### src/rtl/core/sitd_pkg.sv
package sitd_pkg;
    localparam logic [7:0] ASCII_ZERO  = 8'd48;
    localparam logic [7:0] ASCII_MINUS = 8'd45;

    // Correct one BCD digit before the next shift.
    function automatic logic [3:0] bcd_adjust(input logic [3:0] nib);
        logic [3:0] res;
        res = (nib >= 4'd5) ? nib + 4'd3 : nib;
        return res;
    endfunction
endpackage

### src/rtl/core/sitd_bcd_pipe.sv
module sitd_bcd_pipe #(
    parameter int INPUT_WIDTH = 32,
    parameter int NDIG = 10
) (
    input  logic                   i_clk,
    input  logic                   i_rst_n,
    input  logic                   i_valid,
    input  logic [INPUT_WIDTH-1:0] i_number,
    output logic                   o_ready,
    output logic                   o_valid,
    output logic                   o_neg,
    output logic [NDIG*4-1:0]      o_bcd,
    input  logic                   i_ready
);
    localparam int NS = INPUT_WIDTH + 1;

    logic                   r_vld [0:NS-1];
    logic                   r_neg [0:NS-1];
    logic [INPUT_WIDTH-1:0] r_mag [0:NS-1];
    logic [NDIG*4-1:0]      r_bcd [0:NS-1];
    logic                   en;

    // the whole line advances together, bubbles included
    assign en      = !r_vld[NS-1] || i_ready;
    assign o_ready = en;
    assign o_valid = r_vld[NS-1];
    assign o_neg   = r_neg[NS-1];
    assign o_bcd   = r_bcd[NS-1];

    always_ff @(posedge i_clk) begin
        if (!i_rst_n) begin
            for (int k = 0; k < NS; k++) r_vld[k] <= 1'b0;
        end else if (en) begin
            r_vld[0] <= i_valid;
            for (int k = 1; k < NS; k++) r_vld[k] <= r_vld[k-1];
        end
    end

    always_ff @(posedge i_clk) begin
        if (en) begin
            r_neg[0] <= i_number[INPUT_WIDTH-1];
            r_mag[0] <= i_number[INPUT_WIDTH-1] ? (~i_number + 1'b1) : i_number;
            r_bcd[0] <= '0;
            for (int k = 1; k < NS; k++) begin
                logic [NDIG*4-1:0] adj;
                adj = '0;
                for (int d = 0; d < NDIG; d++)
                    adj[4*d +: 4] = sitd_pkg::bcd_adjust(r_bcd[k-1][4*d +: 4]);
                r_neg[k] <= r_neg[k-1];
                r_mag[k] <= {r_mag[k-1][INPUT_WIDTH-2:0], 1'b0};
                r_bcd[k] <= {adj[NDIG*4-2:0], r_mag[k-1][INPUT_WIDTH-1]};
            end
        end
    end
endmodule

### src/rtl/core/sitd_ser.sv
module sitd_ser #(
    parameter int NDIG = 10
) (
    input  logic              i_clk,
    input  logic              i_rst_n,
    input  logic              i_valid,
    input  logic              i_neg,
    input  logic [NDIG*4-1:0] i_bcd,
    output logic              o_ready,
    output logic              o_valid,
    output logic [7:0]        o_char,
    output logic              o_last,
    input  logic              i_ready
);
    localparam int CW = $clog2(NDIG + 1);

    logic              r_busy, r_skip, r_neg, r_ovalid, r_last;
    logic [NDIG*4-1:0] r_dig;
    logic [CW-1:0]     r_cnt;
    logic [7:0]        r_char;
    logic [3:0]        top;
    logic              slot_free;
    logic              emit;

    assign top       = r_dig[NDIG*4-1 -: 4];
    assign slot_free = !r_ovalid || i_ready;
    assign emit      = r_busy && !r_skip && slot_free;
    assign o_ready   = !r_busy;
    assign o_valid   = r_ovalid;
    assign o_char    = r_char;
    assign o_last    = r_last;

    always_ff @(posedge i_clk) begin
        if (!i_rst_n) begin
            r_busy   <= 1'b0;
            r_ovalid <= 1'b0;
        end else begin
            if (r_ovalid && i_ready && !emit) r_ovalid <= 1'b0;
            if (!r_busy) begin
                if (i_valid) begin
                    r_busy <= 1'b1;
                    r_skip <= 1'b1;
                    r_neg  <= i_neg;
                    r_dig  <= i_bcd;
                    r_cnt  <= CW'(NDIG);
                end
            end else if (r_skip) begin
                // drop leading zeros, keep at least one digit
                if (top == 4'd0 && r_cnt > CW'(1)) begin
                    r_dig <= r_dig << 4;
                    r_cnt <= r_cnt - 1'b1;
                end else begin
                    r_skip <= 1'b0;
                end
            end else if (slot_free) begin
                r_ovalid <= 1'b1;
                if (r_neg) begin
                    r_char <= sitd_pkg::ASCII_MINUS;
                    r_last <= 1'b0;
                    r_neg  <= 1'b0;
                end else begin
                    r_char <= sitd_pkg::ASCII_ZERO + {4'd0, top};
                    r_last <= (r_cnt == CW'(1));
                    r_dig  <= r_dig << 4;
                    r_cnt  <= r_cnt - 1'b1;
                    if (r_cnt == CW'(1)) r_busy <= 1'b0;
                end
            end
        end
    end
endmodule

### src/rtl/core/signed_int_to_decimal_ascii.sv
// A number passes through the binary-to-BCD register line into the serialiser,
// which removes leading zeros and then emits one character per cycle while the
// output is not stalled. The serialiser takes a new number only after its last
// character is sent; the BCD line stalls while its output waits.
// Reset: synchronous, active low; clears all valid bits and the serialiser's busy flag.
module signed_int_to_decimal_ascii #(
    parameter int INPUT_WIDTH = 32
) (
    input  logic                               i_clk,
    input  logic                               i_rst_n,
    input  logic                               s_axis_tvalid,
    output logic                               s_axis_tready,
    input  logic [((INPUT_WIDTH+7)/8)*8-1:0]   s_axis_tdata,  // [W-1:0] number
    output logic                               m_axis_tvalid,
    input  logic                               m_axis_tready,
    output logic [7:0]                         m_axis_tdata,  // [7:0] char_code
    output logic                               m_axis_tlast
);
    localparam int NDIG = (INPUT_WIDTH * 3) / 10 + 1;

    logic              p_valid, p_neg, p_ready;
    logic [NDIG*4-1:0] p_bcd;

    sitd_bcd_pipe #(.INPUT_WIDTH(INPUT_WIDTH), .NDIG(NDIG)) u_pipe (
        .i_clk    (i_clk),
        .i_rst_n  (i_rst_n),
        .i_valid  (s_axis_tvalid),
        .i_number (s_axis_tdata[INPUT_WIDTH-1:0]),
        .o_ready  (s_axis_tready),
        .o_valid  (p_valid),
        .o_neg    (p_neg),
        .o_bcd    (p_bcd),
        .i_ready  (p_ready)
    );

    sitd_ser #(.NDIG(NDIG)) u_ser (
        .i_clk   (i_clk),
        .i_rst_n (i_rst_n),
        .i_valid (p_valid),
        .i_neg   (p_neg),
        .i_bcd   (p_bcd),
        .o_ready (p_ready),
        .o_valid (m_axis_tvalid),
        .o_char  (m_axis_tdata),
        .o_last  (m_axis_tlast),
        .i_ready (m_axis_tready)
    );
endmodule

### config.mk
export PLATFORM = sky130hd
export DESIGN_NAME = signed_int_to_decimal_ascii
export DESIGN_NICKNAME = d
export VERILOG_FILES = /design/src/rtl/core/sitd_pkg.sv /design/src/rtl/core/sitd_bcd_pipe.sv /design/src/rtl/core/sitd_ser.sv /design/src/rtl/core/signed_int_to_decimal_ascii.sv
export SDC_FILE = /design/constraint.sdc
export NUM_CORES = 2
export LEC_CHECK = 0
export ABC_AREA = 1
export CAP_MARGIN = 20
export CORE_ASPECT_RATIO = 1.2
export CORE_MARGIN = 2
export CORE_UTILIZATION = 45
export DETAILED_ROUTE_END_ITERATION = 8
export DONT_BUFFER_PORTS = 1
export MAX_ROUTING_LAYER = met4
export SETUP_SLACK_MARGIN = 0.3
export SYNTH_ARGS = -nofsm -noshare
export SYNTH_HDL_FRONTEND = slang
export SYNTH_SLANG_ARGS = --single-unit
### constraint.sdc
create_clock -name i_clk -period 39.6 [get_ports i_clk]
set_clock_uncertainty 0.05 [all_clocks]
set_input_delay 7.92 -clock i_clk [delete_from_list [all_inputs] [get_ports i_clk]]
set_output_delay 7.92 -clock i_clk [all_outputs]
set_load 0.005 [all_outputs]
======== Word-level counts from Yosys, hierarchy flattened ========
Memories as Yosys holds them, arrays and structs flattened.
Index checks and enable logic that the tools add are counted.
word-level totals
  register bits after elaboration ......... 57
  memory bits (writable) .................. 2442
  input bits .............................. 36
  output and inout port bits .............. 11
  logic and storage cells ................. 1104
  memories kept ........................... 4
memory list
  memory        depth  width  read ports  clocked after memory_dff  wr ports  line                 text
  u_pipe.r_bcd  33     40     33          0                         33        sitd_bcd_pipe.sv:20  logic [NDIG*4-1:0] r_bcd [0:NS-1];
  u_pipe.r_mag  33     32     32          0                         33        sitd_bcd_pipe.sv:19  logic [INPUT_WIDTH-1:0] r_mag [0:NS-1];
  u_pipe.r_neg  33     1      33          0                         33        sitd_bcd_pipe.sv:18  logic r_neg [0:NS-1];
  u_pipe.r_vld  33     1      33          0                         33        sitd_bcd_pipe.sv:17  logic r_vld [0:NS-1];
operators by class
  add/sub/neg operators ................... 323
  $lt $le $gt $ge ......................... 321
  eq/ne operators ......................... 6
  mux-type cells .......................... 389
  bitwise logic cells ..................... 35
  reduce and logical (&&, ||, !) cells .... 18
operators by type and width
  cell                                                                    number
  4-bit by 3-bit >= comparator with 1-bit output (second input constant)  320
  4-bit 2-to-1 mux                                                        294
  4-bit by 2-bit adder with 4-bit output (second input constant)          288
  40-bit 2-to-1 mux                                                       6
  3-bit by 2-bit adder with 3-bit output (second input constant)          32
  3-bit 2-to-1 mux                                                        32
  1-bit 2-to-1 mux                                                        56
  1-bit bitwise OR                                                        33
  32-bit by 1-bit adder with 32-bit output (second input constant)        1
  32-bit 2-to-1 mux                                                       1
  32-bit NOT                                                              1
  3-bit inequality test (second input constant)                           3
  4-bit AND reduction                                                     2
  6-bit by 4-bit adder with 7-bit output (first input constant)           1
  1-bit logical AND                                                       5
  1-bit logical NOT                                                       5
  5-bit AND reduction                                                     1
  4-bit by 1-bit == test with 1-bit output (second input constant)        1
  4-bit by 1-bit > comparator with 1-bit output (second input constant)   1
  4-bit logical NOT                                                       1
  2-bit inequality test (second input constant)                           2
  4-bit by 1-bit subtractor with 4-bit output (second input constant)     1
  1-bit logical OR                                                        2
  2-bit AND reduction                                                     1
  2 further kinds                                                         2

======== Logic depth before layout (Yosys ltp) ========
  word-level depth ........................ 9
  mapped depth ............................ 9
  depth with buffers taken out ............ 9

======== Hierarchy ========
A second synthesis with hierarchy kept.
unflattened totals
  cell total of the unflattened synthesis .. 4482
  area total of the unflattened synthesis .. 57436.3 um^2
by module, submodules not included
  module         times used  cells an instance  area each (um^2)  sequential area each (um^2)
  sitd_bcd_pipe  1           4244               55052.8           38256.7
  sitd_ser       1           238                2383.5            1601.5

======== Worst setup path before layout ========
OpenSTA, ideal clock, no wires.
  path kind ............................... reg-to-output
  start point ............................. register u_ser.r_busy
  end point ............................... output s_axis_tready
  arrival time ............................ 26.761 ns
  required time ........................... 31.630 ns
  setup slack ............................. 4.869 ns
  stages on the path, launching flop included .. 2
  buffers on the path ..................... 0
  cell sequence ........................... dfxtp_1 > nand2_1
between the ends
  cells in the longest elaborated chain, start to end .. 2
ends and longest elaborated chain
  element                 line                               text
  from (decl)             sitd_ser.sv:17                     logic r_busy, r_skip, r_neg, r_ovalid, r_last;
  from (signal assigned)  sitd_ser.sv:35                     r_busy <= 1'b0;
  from (signal assigned)  sitd_ser.sv:41                     r_busy <= 1'b1;
  from (signal assigned)  sitd_ser.sv:66                     if (r_cnt == CW'(1)) r_busy <= 1'b0;
  1-bit logical NOT       sitd_ser.sv:28                     assign o_ready = !r_busy;
  1-bit logical OR        sitd_bcd_pipe.sv:24                assign en = !r_vld[NS-1] || i_ready;
  to (decl)               signed_int_to_decimal_ascii.sv:12  output logic s_axis_tready,
No other way between the ends.

======== Final worst setup path ========
Same ends and word-level chain as after synthesis.

==> out/metrics.cfg <==
[placement]
dp_hpwl_um=49720
routabilityCongestion=0.8208
portBuffers=0

[clocking]
cts_tree=built
htreeDepth=4
clk_pin_slew_ns=0.06
insertion_delay_ns=0.77
clk_path_buf_depth=3
numCtsBuffers=138
cts_root_buf=clkbuf_16
cts.sinks=1328
cts_resized=0
hold_buffers=0
post_cts_buffers=0

[critical_path]
cp.arrival_ns=1.73
reg2reg_from=u_ser.r_busy
cp_max_fo=48
worst_setup_path_start_kind=flip-flop
crit_path_end_kind=output port
criticalPathCategory=reg2out
crit_required_ns=31.63
crit_path_start=u_ser.r_busy

[routing]
drc=0
top_layer=met4
vias=30510
drtIter0Drc=1821
totalWireLength_um=79120
wl_met1_um=31830
viasPerCell=4.790
first_pass_iters=7
routed-wl-met3_um=2644
wl_met2_um=42450
ant_nets=0
wl_per_cell_um=12.42

[yosys]
avgSynthCellArea_um2=12.85
muxShareOfSynthArea=0
syn_inst=4459
synth-compound-area-share=0.08249
ys_seq_elements=1328
synth_cell_type_count=31
synth_edf_count=1326
async_flop_share=0
yosys.area_share.simple=0.07930
yosysMostFrequentCell=edfxtp_1
synth-seq-area-share=0.6956
yosys-top-cells-area=edfxtp_1 69%, ha_1 7.0%, inv_1 4.4%
synth_top_family_by_area=compound AO/OA/AOI/OAI gates
yosys.area.top_type=edfxtp_1
synth_fa_ha_area_frac=0.07009
yosysWarnings=0
syn_area_um2=57300
synth_common_cells=1,326 x edfxtp_1, 679 x inv_1, 507 x nor2_1
ys.flop_type=edfxtp_1
yosys.area_share.xor_xnor=0.02629
synth_top_area_share=0.6949

[power_and_ir_drop]
clockPowerShare=0.282
p_leak_nw=25.98
power.net_switching_mw=1.320
vdd_drop_max_mv=0.04353
swShare=0.2984
power_mw=4.424
powerDensity_nw_per_um2=69.21
pwr-share-comb=0.216
intPower_mw=3.104
seqPwrFrac=0.503

[finish]
fin_util=0.5054
syn_to_final_growth_pct=11.57
nets=4956
diodes=0
drive_above_1_share=0.08229

[die]
core_um2=126500
die_area_um2=130200
num_rows=143
die_w_um=329.8
floorplan.initialDensity=0.4530
die_y_um=394.9
ios=47

[sta]
fmax_ghz=0.1031
relSlewSlack=0.2409
finalSetupViolations=0
fin_crit_ns=9.701
final-max-slew-violation-count=0
totalNegativeSetupSlack_ns=0
worst_pin_slew_ns=1.139
rsz0062_at_grt=false
hold_violations=0
period_share=0.2450

[grt]
first_global_vias=30595
grt_max_degree=192
antenna_found_initial=0
grt_pass1_wl_um=136300
grt-ovfl-total=0
grtUsageTotal=0.1297

[hold_path]
hold_path_class=reg2reg
hp-start=u_pipe.r_neg[0][3]

[flow_run]
cap_violations=0

[outcome]
status=finished clean

[area by class of cell]
cell class	instances	area, um2
clock buffers	174	3588
multi-input cells	2435	14820
inverters	679	2549
well taps	1667	2086
flip-flops and latches	1328	39860
repair buffers	17	197.7
fillers	10547	62570
clock inverters	70	828.3
[critical path, stage by stage, from the launching register on]
cell,delay (ns)
dfxtp_1,0.31
buf_4,0.40
nand2_4,0.23
[kinds of logic after synthesis]
logic type	Yosys count
adders and majority gates	321
xor gates and xnor gates	172
buffers and inverters	697
and+or+nand+nor	1121
AOI/OAI and AO/OA	818
other	2
DFF	1328
[metrics by stage]
step / setup slack, ns / hold WS, ns / std cells / cell area [um2]
6_report: 29.90 / 0.3240 / 6370 / 63930
5_1_grt: 29.75 / 0.3366 / 6370 / 63930
4_1_cts: 29.79 / 0.3214 / 6369 / 63900
3_5_place_dp: 30.27 / 0.3545 / 6125 / 59490
3_3_place_gp: 30.29 / 0.3501 / 6125 / 59490
2_1_floorplan: 4.869 / 0.3503 / 4460 / 57310
[final timing paths]
path,end,cells after the start,slack [ns]
min reg2reg,u_pipe.r_neg[0][4],0,0.32
min,u_pipe.r_neg[0][4],0,0.32
max,s_axis_tready,2,29.90
max reg2reg,u_pipe.r_bcd[0][644],6,35.15
[sequential cells by signal (all words and copies together), names as in the netlist]
signal and flops:
u_pipe.r_bcd 680, u_pipe.r_neg 33, u_ser.o_char 5, u_ser.o_last 1, u_ser.r_neg 1, u_pipe.r_mag 528
u_pipe.r_vld 33, u_ser.r_cnt 4, u_ser.o_valid 1, u_ser.r_busy 1, u_ser.r_skip 1, u_ser.r_dig 40
[layer usage]
| metal | vias to the layer above | GRT usage |
|---|---|---|
| met3 | 167 | 0.02833 |
| li1 | 15580 | - |
| met4 | 0 | 0.04935 |
| met1 | 14470 | 0.1368 |
| met5 | - | - |
| met2 | 293 | 0.2347 |
[power groups by stage]
| stage | combinational, mW | sequential [mW] | clock, mW |
|---|---|---|---|
| after detailed placement | 0.965 | 2.25 | 0 |
| after global placement | 0.925 | 2.24 | 0 |
| after floorplan | 0.782 | 2.19 | 0 |
| after CTS | 0.974 | 2.23 | 1.29 |
| final | 0.954 | 2.22 | 1.25 |
| after global routing | 1.14 | 2.27 | 1.35 |
[cell usage in the layout, fill, tap and decap left out, drive strengths merged, types with 7 or more instances in the layout]
master  Yosys  routed
nor2      510     510
clkbuf      6     174
xor2      163     163
inv       679     685
bufinv      0       7
ha        321     321
buf        12      17
clkinv      0      56
a21oi     371     371
a211oi     85      85
nand4       7       7
edfxtp   1326    1326
o21ai     356     356
nand3      16      16
nand2     495     495
or2        86      86
xnor2       9       9
No activity file was read; power rests on OpenSTA's default activity.
